===== src/hw/rtl/ryuv_pkg.sv =====
package ryuv_pkg;

   // field and register widths
   localparam int PIX_W         = 8;
   localparam int CFG_W         = 13;
   localparam int CSR_IDX_W     = 1;
   localparam int LUMA_ADDR_W   = 24;
   localparam int CHROMA_PTR_W  = 22;
   localparam int CHROMA_ADDR_W = 25;

   // stream payload widths
   localparam int REQ_DATA_W = 24;
   localparam int RSP_DATA_W = 104;

   // register indexes
   localparam logic [CSR_IDX_W-1:0] REG_FRAME_WIDTH  = 1'b0;
   localparam logic [CSR_IDX_W-1:0] REG_FRAME_HEIGHT = 1'b1;

   localparam logic [CFG_W-1:0] RESET_FRAME_WIDTH  = 13'd640;
   localparam logic [CFG_W-1:0] RESET_FRAME_HEIGHT = 13'd360;

   localparam int DEF_MAX_WIDTH  = 4096;
   localparam int DEF_MAX_HEIGHT = 4096;

   // bt.601 weights scaled by 1000
   localparam int W_Y_R  = 257;
   localparam int W_Y_G  = 504;
   localparam int W_Y_B  = 98;
   localparam int W_U_R  = 439;
   localparam int W_U_G  = -368;
   localparam int W_U_B  = -71;
   localparam int W_V_R  = -148;
   localparam int W_V_G  = -291;
   localparam int W_V_B  = 439;
   localparam int LUMA_OFFSET   = 16;
   localparam int CHROMA_OFFSET = 128;
   localparam int PIX_MAX       = 255;

   // weighted sums stay within +-219045
   localparam int SUM_W = 19;
   localparam int MAG_W = SUM_W - 1;
   localparam int QUO_W = 9;

   // ceil(2^28 / 1000), exact floor division for magnitudes below about 490000
   localparam int RECIP_W     = 19;
   localparam int RECIP_SHIFT = 28;
   localparam logic [RECIP_W-1:0] RECIP_1000 = 19'd268436;

   typedef struct packed {
      logic [LUMA_ADDR_W-1:0]  luma_addr;
      logic [CHROMA_PTR_W-1:0] chroma_ptr;
      logic                    chroma_valid;
      logic                    frame_last;
   } pos_type;

   typedef logic signed [SUM_W-1:0] sum_type;
   typedef logic signed [QUO_W-1:0] quo_type;

   function automatic logic [PIX_W-1:0] clamp_pixel(input int v);
      logic [PIX_W-1:0] r;
      if (v < 0) begin
         r = '0;
      end else if (v > PIX_MAX) begin
         r = PIX_W'(PIX_MAX);
      end else begin
         r = PIX_W'(v);
      end
      return r;
   endfunction

endpackage


===== src/hw/rtl/ryuv_div1000.sv =====
module ryuv_div1000
   import ryuv_pkg::*;
(
   input  sum_type sum,
   output quo_type quotient
);

   localparam int PROD_W = MAG_W + RECIP_W;

   logic              neg;
   logic [MAG_W-1:0]  mag;
   logic [PROD_W-1:0] prod;
   logic [QUO_W-1:0]  quo_mag;

   // truncation toward zero: divide the magnitude, then restore the sign
   assign neg      = sum[SUM_W-1];
   assign mag      = neg ? MAG_W'(-sum) : MAG_W'(sum);
   assign prod     = PROD_W'(mag) * PROD_W'(RECIP_1000);
   assign quo_mag  = QUO_W'(prod >> RECIP_SHIFT);
   assign quotient = neg ? -$signed(quo_mag) : $signed(quo_mag);

endmodule


===== src/hw/rtl/ryuv_frame_ctl.sv =====
module ryuv_frame_ctl
   import ryuv_pkg::*;
#(
   parameter int MAX_WIDTH  = DEF_MAX_WIDTH,
   parameter int MAX_HEIGHT = DEF_MAX_HEIGHT
) (
   input  logic                     clock,
   input  logic                     reset,
   input  logic                     csr_wr_en,
   input  logic [CSR_IDX_W-1:0]     csr_index,
   input  logic [CFG_W-1:0]         csr_wdata,
   input  logic                     step,
   output pos_type                  pos,
   output logic [CHROMA_ADDR_W-1:0] area
);

   localparam int SZW    = $clog2(MAX_WIDTH + 1);
   localparam int SZH    = $clog2(MAX_HEIGHT + 1);
   localparam int COL_W  = $clog2(MAX_WIDTH);
   localparam int ROW_W  = $clog2(MAX_HEIGHT);
   localparam int PROD_W = SZW + SZH;

   logic [CFG_W-1:0]        width_ff, height_ff;
   logic [COL_W-1:0]        col_ff;
   logic [ROW_W-1:0]        row_ff;
   logic [LUMA_ADDR_W-1:0]  luma_ptr_ff;
   logic [CHROMA_PTR_W-1:0] chroma_ptr_ff;
   logic [CHROMA_ADDR_W-1:0] area_ff;

   logic [SZW-1:0]    w_sat;
   logic [SZH-1:0]    h_sat;
   logic [PROD_W-1:0] area_full;
   logic              row_end, last, chroma_valid;

   always_comb begin
      if (width_ff < CFG_W'(2)) begin
         w_sat = SZW'(2);
      end else if (32'(width_ff) > 32'(MAX_WIDTH)) begin
         w_sat = SZW'(MAX_WIDTH);
      end else begin
         w_sat = SZW'(width_ff);
      end
      if (height_ff < CFG_W'(2)) begin
         h_sat = SZH'(2);
      end else if (32'(height_ff) > 32'(MAX_HEIGHT)) begin
         h_sat = SZH'(MAX_HEIGHT);
      end else begin
         h_sat = SZH'(height_ff);
      end
   end

   assign row_end      = 32'(col_ff) >= 32'(w_sat) - 32'd1;
   assign last         = row_end && (32'(row_ff) >= 32'(h_sat) - 32'd1);
   assign chroma_valid = !col_ff[0] && !row_ff[0];
   assign area_full    = PROD_W'(w_sat) * PROD_W'(h_sat);

   assign pos.luma_addr    = luma_ptr_ff;
   assign pos.chroma_ptr   = chroma_ptr_ff;
   assign pos.chroma_valid = chroma_valid;
   assign pos.frame_last   = last;
   assign area             = area_ff;

   always_ff @(posedge clock) begin
      area_ff <= CHROMA_ADDR_W'(area_full);
   end

   always_ff @(posedge clock) begin
      if (reset) begin
         width_ff  <= RESET_FRAME_WIDTH;
         height_ff <= RESET_FRAME_HEIGHT;
      end else if (csr_wr_en) begin
         case (csr_index)
            REG_FRAME_WIDTH:  width_ff  <= csr_wdata;
            REG_FRAME_HEIGHT: height_ff <= csr_wdata;
            default: ;
         endcase
      end
   end

   always_ff @(posedge clock) begin
      if (reset) begin
         col_ff        <= '0;
         row_ff        <= '0;
         luma_ptr_ff   <= '0;
         chroma_ptr_ff <= '0;
      end else if (step) begin
         if (last) begin
            col_ff        <= '0;
            row_ff        <= '0;
            luma_ptr_ff   <= '0;
            chroma_ptr_ff <= '0;
         end else begin
            luma_ptr_ff <= luma_ptr_ff + LUMA_ADDR_W'(1);
            if (chroma_valid) begin
               chroma_ptr_ff <= chroma_ptr_ff + CHROMA_PTR_W'(1);
            end
            if (row_end) begin
               col_ff <= '0;
               row_ff <= row_ff + ROW_W'(1);
            end else begin
               col_ff <= col_ff + COL_W'(1);
            end
         end
      end
   end

   a_last_rewinds: assert property (@(posedge clock) disable iff (reset)
      step && last |=> col_ff == '0 && row_ff == '0 && luma_ptr_ff == '0
                       && chroma_ptr_ff == '0)
      else $error("frame end did not rewind counters");

   a_luma_advance: assert property (@(posedge clock) disable iff (reset)
      step && !last |=> luma_ptr_ff == $past(luma_ptr_ff) + LUMA_ADDR_W'(1))
      else $error("luma pointer did not advance");

   a_chroma_hold: assert property (@(posedge clock) disable iff (reset)
      step && !last && !chroma_valid |=> $stable(chroma_ptr_ff))
      else $error("chroma pointer moved on a pixel without chroma");

endmodule


===== src/hw/rtl/rgb_to_yuv420_planar_core.sv =====
// rgb to planar yuv 4:2:0 converter with bt.601 weights. one rgb pixel per
// req beat in raster order gives one rsp beat: luma and its byte offset in
// the planar buffer, plus, on even rows and even columns (rsp_tuser high),
// the red-difference and blue-difference chroma values and their offsets in
// the first and second chroma planes, which start at w*h and w*h + w*h/4.
// rsp_tlast marks the last pixel of a frame; counters then restart. frame
// size is set through csr writes (index 0 width, index 1 height), saturated
// to 2..MAX_WIDTH and 2..MAX_HEIGHT, and must only change while idle. the
// block takes one pixel per clock unless rsp_tready back-pressure stalls it;
// each pixel passes the input, weighted-sum and scaled result registers, and
// the reciprocal multiply divides each sum by 1000 between the last two. a
// csr write takes effect for pixels accepted from the next cycle on.
module rgb_to_yuv420_planar_core
   import ryuv_pkg::*;
#(
   parameter int MAX_WIDTH  = DEF_MAX_WIDTH,
   parameter int MAX_HEIGHT = DEF_MAX_HEIGHT
) (
   input  logic                   clock,
   input  logic                   reset,

   // configuration writes
   input  logic                   csr_wr_en,
   input  logic [CSR_IDX_W-1:0]   csr_index,
   input  logic [CFG_W-1:0]       csr_wdata,

   // pixel input
   input  logic                   req_tvalid,
   output logic                   req_tready,
   input  logic [REQ_DATA_W-1:0]  req_tdata,  // red, green, blue

   // converted output
   output logic                   rsp_tvalid,
   input  logic                   rsp_tready,
   output logic [RSP_DATA_W-1:0]  rsp_tdata,  // luma, luma_addr, first_chroma,
                                              // second_chroma, first_chroma_addr,
                                              // second_chroma_addr, zero pad
   output logic                   rsp_tuser,  // chroma_valid
   output logic                   rsp_tlast   // frame_last
);

   localparam int RSP_USED_W = 2 * LUMA_ADDR_W / 3 * 0 + PIX_W + LUMA_ADDR_W
                               + 2 * PIX_W + 2 * CHROMA_ADDR_W;

   // pipeline handshake
   logic s1_ready, s2_ready, out_ready, accept;

   // stage 1: captured pixel and raster position
   logic             s1_v_ff;
   logic [PIX_W-1:0] s1_red_ff, s1_green_ff, s1_blue_ff;
   pos_type          s1_pos_ff;
   pos_type          pos;

   // stage 2: weighted sums
   logic    s2_v_ff;
   sum_type y_sum_ff, u_sum_ff, v_sum_ff;
   sum_type y_sum_in, u_sum_in, v_sum_in;
   pos_type s2_pos_ff;

   // output register
   logic                     out_v_ff;
   logic [PIX_W-1:0]         luma_ff, first_ff, second_ff;
   logic [LUMA_ADDR_W-1:0]   luma_addr_ff;
   logic [CHROMA_ADDR_W-1:0] first_addr_ff, second_addr_ff;
   logic                     chroma_valid_ff, frame_last_ff;

   logic [PIX_W-1:0]         luma_in, first_in, second_in;
   logic [CHROMA_ADDR_W-1:0] first_addr_in, second_addr_in;
   logic [CHROMA_ADDR_W-1:0] area;
   quo_type                  y_quo, u_quo, v_quo;

   // each stage moves when the one after it can take its beat
   assign out_ready  = !out_v_ff || rsp_tready;
   assign s2_ready   = !s2_v_ff || out_ready;
   assign s1_ready   = !s1_v_ff || s2_ready;
   assign req_tready = s1_ready;
   assign accept     = req_tvalid && s1_ready;

   ryuv_frame_ctl #(
      .MAX_WIDTH  (MAX_WIDTH),
      .MAX_HEIGHT (MAX_HEIGHT)
   ) u_frame_ctl (
      .clock     (clock),
      .reset     (reset),
      .csr_wr_en (csr_wr_en),
      .csr_index (csr_index),
      .csr_wdata (csr_wdata),
      .step      (accept),
      .pos       (pos),
      .area      (area)
   );

   always_ff @(posedge clock) begin
      if (reset) begin
         s1_v_ff <= 1'b0;
      end else if (s1_ready) begin
         s1_v_ff <= req_tvalid;
      end
   end

   always_ff @(posedge clock) begin
      if (accept) begin
         s1_red_ff   <= req_tdata[7:0];
         s1_green_ff <= req_tdata[15:8];
         s1_blue_ff  <= req_tdata[23:16];
         s1_pos_ff   <= pos;
      end
   end

   // constant-weight sums, signed
   assign y_sum_in = SUM_W'(W_Y_R * int'(s1_red_ff) + W_Y_G * int'(s1_green_ff)
                            + W_Y_B * int'(s1_blue_ff));
   assign u_sum_in = SUM_W'(W_U_R * int'(s1_red_ff) + W_U_G * int'(s1_green_ff)
                            + W_U_B * int'(s1_blue_ff));
   assign v_sum_in = SUM_W'(W_V_R * int'(s1_red_ff) + W_V_G * int'(s1_green_ff)
                            + W_V_B * int'(s1_blue_ff));

   always_ff @(posedge clock) begin
      if (reset) begin
         s2_v_ff <= 1'b0;
      end else if (s2_ready) begin
         s2_v_ff <= s1_v_ff;
      end
   end

   always_ff @(posedge clock) begin
      if (s2_ready && s1_v_ff) begin
         y_sum_ff  <= y_sum_in;
         u_sum_ff  <= u_sum_in;
         v_sum_ff  <= v_sum_in;
         s2_pos_ff <= s1_pos_ff;
      end
   end

   // divide by 1000 toward zero
   ryuv_div1000 u_div_y (.sum(y_sum_ff), .quotient(y_quo));
   ryuv_div1000 u_div_u (.sum(u_sum_ff), .quotient(u_quo));
   ryuv_div1000 u_div_v (.sum(v_sum_ff), .quotient(v_quo));

   // offset and clamp; chroma fields read zero off the chroma grid
   always_comb begin
      luma_in        = clamp_pixel(int'(y_quo) + LUMA_OFFSET);
      first_in       = '0;
      second_in      = '0;
      first_addr_in  = '0;
      second_addr_in = '0;
      if (s2_pos_ff.chroma_valid) begin
         first_in       = clamp_pixel(int'(u_quo) + CHROMA_OFFSET);
         second_in      = clamp_pixel(int'(v_quo) + CHROMA_OFFSET);
         first_addr_in  = area + CHROMA_ADDR_W'(s2_pos_ff.chroma_ptr);
         second_addr_in = area + (area >> 2) + CHROMA_ADDR_W'(s2_pos_ff.chroma_ptr);
      end
   end

   always_ff @(posedge clock) begin
      if (reset) begin
         out_v_ff <= 1'b0;
      end else if (out_ready) begin
         out_v_ff <= s2_v_ff;
      end
   end

   always_ff @(posedge clock) begin
      if (out_ready && s2_v_ff) begin
         luma_ff         <= luma_in;
         luma_addr_ff    <= s2_pos_ff.luma_addr;
         first_ff        <= first_in;
         second_ff       <= second_in;
         first_addr_ff   <= first_addr_in;
         second_addr_ff  <= second_addr_in;
         chroma_valid_ff <= s2_pos_ff.chroma_valid;
         frame_last_ff   <= s2_pos_ff.frame_last;
      end
   end

   assign rsp_tvalid = out_v_ff;
   assign rsp_tdata  = {(RSP_DATA_W - RSP_USED_W)'(0), second_addr_ff, first_addr_ff,
                        second_ff, first_ff, luma_addr_ff, luma_ff};
   assign rsp_tuser  = chroma_valid_ff;
   assign rsp_tlast  = frame_last_ff;

   a_no_chroma_zero: assert property (@(posedge clock) disable iff (reset)
      rsp_tvalid && !rsp_tuser |-> rsp_tdata[97:32] == '0)
      else $error("chroma fields not cleared off the chroma grid");

   a_empty_takes: assert property (@(posedge clock) disable iff (reset)
      !s1_v_ff |-> req_tready)
      else $error("empty input stage refused a beat");

   a_stage2_holds: assert property (@(posedge clock) disable iff (reset)
      s2_v_ff && !out_ready |=> s2_v_ff && $stable(y_sum_ff) && $stable(s2_pos_ff))
      else $error("stage 2 beat lost under back-pressure");

endmodule


===== config.mk =====
export PLATFORM = sky130hd
export DESIGN_NAME = rgb_to_yuv420_planar_core
export DESIGN_NICKNAME = d
export VERILOG_FILES = /design/src/hw/rtl/ryuv_pkg.sv /design/src/hw/rtl/ryuv_div1000.sv /design/src/hw/rtl/ryuv_frame_ctl.sv /design/src/hw/rtl/rgb_to_yuv420_planar_core.sv
export SDC_FILE = /design/constraint.sdc
export NUM_CORES = 2
export LEC_CHECK = 0
export BUFFER_PORTS_ARGS = -buffer_cell sky130_fd_sc_hd__buf_2
export CAP_MARGIN = 20
export CORE_MARGIN = 2
export CORE_UTILIZATION = 55
export DETAILED_ROUTE_END_ITERATION = 8
export PLACE_DENSITY = 0.84
export SLEW_MARGIN = 30
export SYNTH_ARGS = -nofsm -noshare
export SYNTH_HDL_FRONTEND = slang
export SYNTH_SLANG_ARGS = --single-unit

===== constraint.sdc =====
create_clock -name clock -period 10.3 [get_ports clock]
set_input_delay 0.515 -clock clock [delete_from_list [all_inputs] [get_ports clock]]
set_output_delay 0.515 -clock clock [all_outputs]
set_load 0.01 [all_outputs]

# --- Word level (Yosys, flattened, before mapping) ---
# Index checks and enable logic that the tools add are counted.
classes:
  mul: 13
  reduce_logical: 21
  n_bitwise: 2
  addsub: 24
  n_lt_le_gt_ge: 12
  mux: 20
ops:
  columns: ["operator", "count"]
  rows:
  - ["$mul 18x17->35 const B", 3]
  - ["$ge 12x32->1", 2]
  - ["$mux 18", 3]
  - ["$neg 18->18", 3]
  - ["$mux 13", 4]
  - ["$mul 9x8->17 const A", 3]
  - ["$add 25x22->25", 2]
  - ["$mux 12", 4]
  - ["$mux 22", 2]
  - ["$add 18x19->19", 2]
  - ["$gt 10x9->1 const B", 3]
  - ["$lt 10x1->1 const B", 3]
  - ["$mul 6x8->14 const A", 2]
  - ["$sub 13x1->14 const B", 2]
  - ["$mux 9", 3]
  - ["$neg 9->9", 3]
  - ["$gt 13x13->1 const B", 2]
  - ["$lt 13x2->1 const B", 2]
  - ["$add 25x23->25", 1]
  - ["$mul 13x13->25", 1]
  - ["$add 12x1->12 const B", 2]
  - ["$add 24x1->24 const B", 1]
  - ["$mux 24", 1]
  - ["$mux 8", 3]
  - ["other kinds (18)", 35]
totals:
  inputBits: 43
  wordCells: 124
  output_inout_bits: 108
  ff_bits: 401

# --- Depth between registers and ports, before layout ---
depth:
  ltp_word: 8
  depth_mapped: 35
  depth_no_buf: 34

# --- By module ---
# Synthesis repeated with hierarchy kept, for this count alone.
unflattened:
  cells_unflattened: 5134
  hier_area_um2: 49807.8
by_module_without_submodules:
  columns: ["module", "instances", "cells_each", "seq_area_each_um2", "area_each_um2"]
  rows:
  - ["rgb_to_yuv420_planar_core", 1, 2145, 8378.0, 24742.5]
  - ["ryuv_frame_ctl", 1, 1345, 2422.3, 11198.2]
  - ["ryuv_div1000 at u_div_v ...", 2, 563, 0.0, 4705.8]
  - ["ryuv_div1000 at u_div_u", 1, 518, 0.0, 4455.5]

# --- Least setup slack after synthesis ---
# OpenSTA, ideal clock, no wires.
synth_timing:
  path_kind: "in2reg"
  from: "input port rsp_tready"
  to: "register s2_pos_ff[0] (netlist name), enable pin"
  t_required_ns: 9.570
  path_slack_ns: 1.382
  cell_stages: 2
  setup_time_ns: 0.730
  n_path_buf: 0
  t_arrival_ns: 8.188
  path_cell_list: "nor2b_1 -> a21boi_0"
synth_via:
  elab_chain_len: 3
synth_rtl:
  columns: ["element", "line", "source"]
  rows:
  - ["from (decl)", "rgb_to_yuv420_planar_core.sv:34", "input logic rsp_tready,"]
  - ["$logic_or 1x1->1", "rgb_to_yuv420_planar_core.sv:73", "assign out_ready = !out_v_ff || rsp_tready;"]
  - ["$logic_or 1x1->1", "rgb_to_yuv420_planar_core.sv:74", "assign s2_ready = !s2_v_ff || out_ready;"]
  - ["$logic_and 1x1->1", "rgb_to_yuv420_planar_core.sv:127", "if (s2_ready && s1_v_ff) begin"]
  - ["to (signal assigned)", "rgb_to_yuv420_planar_core.sv:131", "s2_pos_ff <= s1_pos_ff;"]
  - ["to (decl)", "rgb_to_yuv420_planar_core.sv:58", "pos_type s2_pos_ff;"]
# No other way between the ends.
# A chain may end at the register's enable or synchronous reset.

# --- Worst setup path in the final report ---
layout_timing:
  from: "register v_sum_ff[6]"
  to: "register second_ff[7], data pin"
layout_via:
  elab_chain_len: 8
  elab_cells_between_ends: 10
  classes_between: "add/sub (3); mul (1); order compare (2); mux (3); reduce/logical (1)"
layout_rtl:
  columns: ["element", "line", "source"]
  rows:
  - ["from (decl)", "rgb_to_yuv420_planar_core.sv:56", "sum_type y_sum_ff, u_sum_ff, v_sum_ff;"]
  - ["from (signal assigned)", "rgb_to_yuv420_planar_core.sv:130", "v_sum_ff <= v_sum_in;"]
  - ["$neg 18->18", "ryuv_div1000.sv:17", "assign mag = neg ? MAG_W'(-sum) : MAG_W'(sum);"]
  - ["$mux 18 *", "ryuv_div1000.sv:17", null]
  - ["$mul 18x17->35 *", "ryuv_div1000.sv:18", "assign prod = PROD_W'(mag) * PROD_W'(RECIP_1000);"]
  - ["$neg 9->9", "ryuv_div1000.sv:20", "assign quotient = neg ? -$signed(quo_mag) : $signed(quo_mag);"]
  - ["$mux 9 *", "ryuv_div1000.sv:20", null]
  - ["$add 9x9->10 *", "rgb_to_yuv420_planar_core.sv:149", "second_in = clamp_pixel(int'(v_quo) + CHROMA_OFFSET);"]
  - ["$gt 10x9->1 or $lt 10x1->1 (tied branches)", "ryuv_pkg.sv:63, ryuv_pkg.sv:61", null]
  - ["$mux 8 or $reduce_or 2->1 (tied branches)", null, null]
  - ["to (signal assigned)", "rgb_to_yuv420_planar_core.sv:168", "second_ff <= second_in;"]
  - ["to (decl)", "rgb_to_yuv420_planar_core.sv:62", "logic [PIX_W-1:0] luma_ff, first_ff, second_ff;"]
# Every way passes the cells marked *; elsewhere a longest branch is shown, timed or not.

==> results.json <==
{
  "grt.total_usage_pct": 24.7,
  "grt_pass1_vias": 36422,
  "critPathRequiredTime_ns": 10.69,
  "drt_first_pass_iters": 8,
  "route.vias.total": 34583,
  "synth-seq-area-share_pct": 22.4,
  "drv_cap": 0,
  "placed_cell_area_mm2": 0.0503,
  "gp_congestion": 0.920,
  "cp-end-kind": "register",
  "drive_gt1_share_pct": 5.81,
  "cp_slowest_cell": "or4_1",
  "wire_per_inst_um": 17.5,
  "grt_pass1_wl_um": 180000,
  "path_buf_inv": 6,
  "synth_top_cell_by_area": "ha_1",
  "pin_count": 151,
  "hold_viol_final": 0,
  "critPathArrivalTime_ns": 9.81,
  "yosysMostFrequentCell": "inv_1",
  "startpoint_type": "register",
  "skew_ns": 0.0599,
  "cts_tree": "done",
  "fill_cells": 6885,
  "start_util_pct": 55.5,
  "finalWorstSetupSlack_ns": 0.885,
  "core_mm2": 0.0869,
  "cts_resized": 0,
  "overflow": 0,
  "slew_headroom_pct": 30.1,
  "cts-root-buf": "clkbuf_16",
  "antenna_found_initial": 2,
  "tightest_slew_ns": 1.04,
  "fp.dieW_um": 300,
  "wl_um": 109000,
  "slew_viol_final": 0,
  "syn_to_final_growth_pct": 7.89,
  "worstPathMaxFanout": 8,
  "cts-buffers-inserted": 48,
  "cts.clk_slew.worst_paths_ns": 0.06,
  "cts.sinks": 401,
  "max_freq_mhz": 106,
  "drcViolationCount": 0,
  "synth_seq_cells": 401,
  "die_y_um": 300,
  "timing.setup.tns_ns": 0,
  "critical_path.top_delay_family": "adder cells",
  "hpwl_um": 88100,
  "ys_top_cells_by_count": "inv_1 (969), ha_1 (927), fa_1 (493)",
  "postCtsSetupRepairBufs": 0,
  "drtIter0Drc": 2210,
  "clock_latency_ns": 0.66,
  "synthArstFlopShare_pct": 0,
  "setup_violations": 0,
  "outcome": "complete, no violations",
  "synth_top_area_share_pct": 24.0,
  "yosys_warnings": 0,
  "ant_nets": 0,
  "ys.flop_type": "edfxtp_1",
  "synth_edf_count": 277,
  "slowest_delay_ns": 0.61,
  "syn-instance-count": 4880,
  "finalInstanceArea_mm2": 0.0521,
  "place_ws_ns": 1.02,
  "fin_crit_ns": 9.42,
  "avgSynthCellArea_um2": 9.89,
  "grt_start_max_net_pins": 59,
  "nets": 6484,
  "hp-class": "in2reg",
  "path_class": "reg2reg",
  "finalCritPeriodShare_pct": 91.4,
  "synth_cell_types": 91,
  "cpMostUsedCell": "inv_1",
  "via_per_inst": 5.56,
  "die-area_mm2": 0.0901,
  "htree_num_levels": 2,
  "rows": 108,
  "port-buffer-count": 144,
  "syn-cell-area_mm2": 0.0483,
  "ys_top_cells_by_area": "ha_1 (24%), fa_1 (20%), edfxtp_1 (17%)",
  "rsz0062_at_grt": "false",
  "clockBufferDepth": 3
}
## what timing repair did
action	in CTS	in global routing
setup endpoints to repair	0	0
endpoints found under the hold margin	7	0
hold buffers	7	0
## area by class of cell
cell class	count	area (um^2)	area share (%)
multi-input cells	3428	33500	64.4
flip-flops and latches	401	10800	20.7
inverters	973	3650	7.02
well taps	1155	1450	2.78
clock buffers	56	1260	2.42
repair buffers	169	937	1.80
clock inverters	31	415	0.798
diodes	4	10.0	0.0192
## stage by stage
stage	utilization, %	hold slack [ns]	instances
after floorplan	-	0.400	4885
after global placement	57.8	0.402	6117
after detailed placement	57.9	0.405	6117
after CTS	59.9	0.0204	6211
after global routing	59.9	0.0362	6214
final	59.9	0.0659	6217
## flip-flops by register name, indices dropped and copies added (netlist names), 8 cells and up
name and cells:
luma_addr_ff 24, u_frame_ctl.col_ff 12, u_frame_ctl.luma_ptr_ff 24, second_addr_ff 25, s1_red_ff 8, u_frame_ctl.area 25
u_frame_ctl.row_ff 12, u_frame_ctl.chroma_ptr_ff 22, s1_green_ff 8, u_sum_ff 19, v_sum_ff 19, s2_pos_ff 48
first_ff 8, s1_pos_ff 48, luma_ff 8, first_addr_ff 25, second_ff 8, y_sum_ff 19
u_frame_ctl.width_ff 13, u_frame_ctl.height_ff 13, s1_blue_ff 8
## worst reg2reg max path, delay by kind of cell (launching register included)
kind            cells  cell delay, ns
compound gates     12            2.97
xor+xnor            2            0.64
fa+ha+maj           8            3.00
buf+inv             6            0.60
flops               1            0.42
simple gates        6            1.52
## routing by layer
layer	wire (um)	vias up	GRT usage (%)
met5	0	-	0
met4	3500	0	8.06
met3	7410	240	4.39
met2	52500	1044	42.1
met1	45500	16795	31.9
li1	-	16504	-
## kinds of logic after synthesis
family                     Yosys count  synth area share (%)
other                                1               0.00777
AOI/OAI and AO/OA                  641                  8.48
and+or+nand+nor                   1033                  10.3
adders and majority gates         1424                  44.6
buffers and inverters             1056                  8.28
muxes                               21                 0.446
DFF                                401                  22.4
xor gates and xnor gates           303                  5.51
## cells in the final DEF, fill, tap and decap left out, types with 9 or more instances in the layout
master	n
nand4_1	34
nand2_1	323
ha_1	927
clkbuf_16	48
edfxtp_1	277
xnor2_1	210
and2_1	46
o211ai_1	12
buf_2	144
o21bai_1	34
o21a_1	16
or4_1	22
a21oi_1	215
nand3_1	73
or3_1	28
xor2_1	91
nor4_1	17
mux2i_1	17
a21o_1	65
clkinvlp_4	9
buf_4	16
nor2_1	252
fa_1	493
and3_1	31
o21ai_0	120
or2_2	14
a31oi_1	14
nor2b_1	45
nand3b_1	13
dfxtp_1	124
o31ai_1	34
a211oi_1	23
nor3_1	58
a21boi_0	11
nand2b_1	43
inv_1	968
## final timing paths
kind	start	slack (ns)	cells after the start	to
worst min register to register	s1_pos_ff[10]	0.41	0	s2_pos_ff[10]
worst max-delay path	v_sum_ff[6]	0.88	34	second_ff[7]
worst max register to register	v_sum_ff[6]	0.88	34	second_ff[7]
worst min-delay path	req_tdata[5]	0.07	1	s1_red_ff[5]
Power is not shown: default switching activity piles up to over one toggle a cycle in this logic, so the estimate is an artifact.
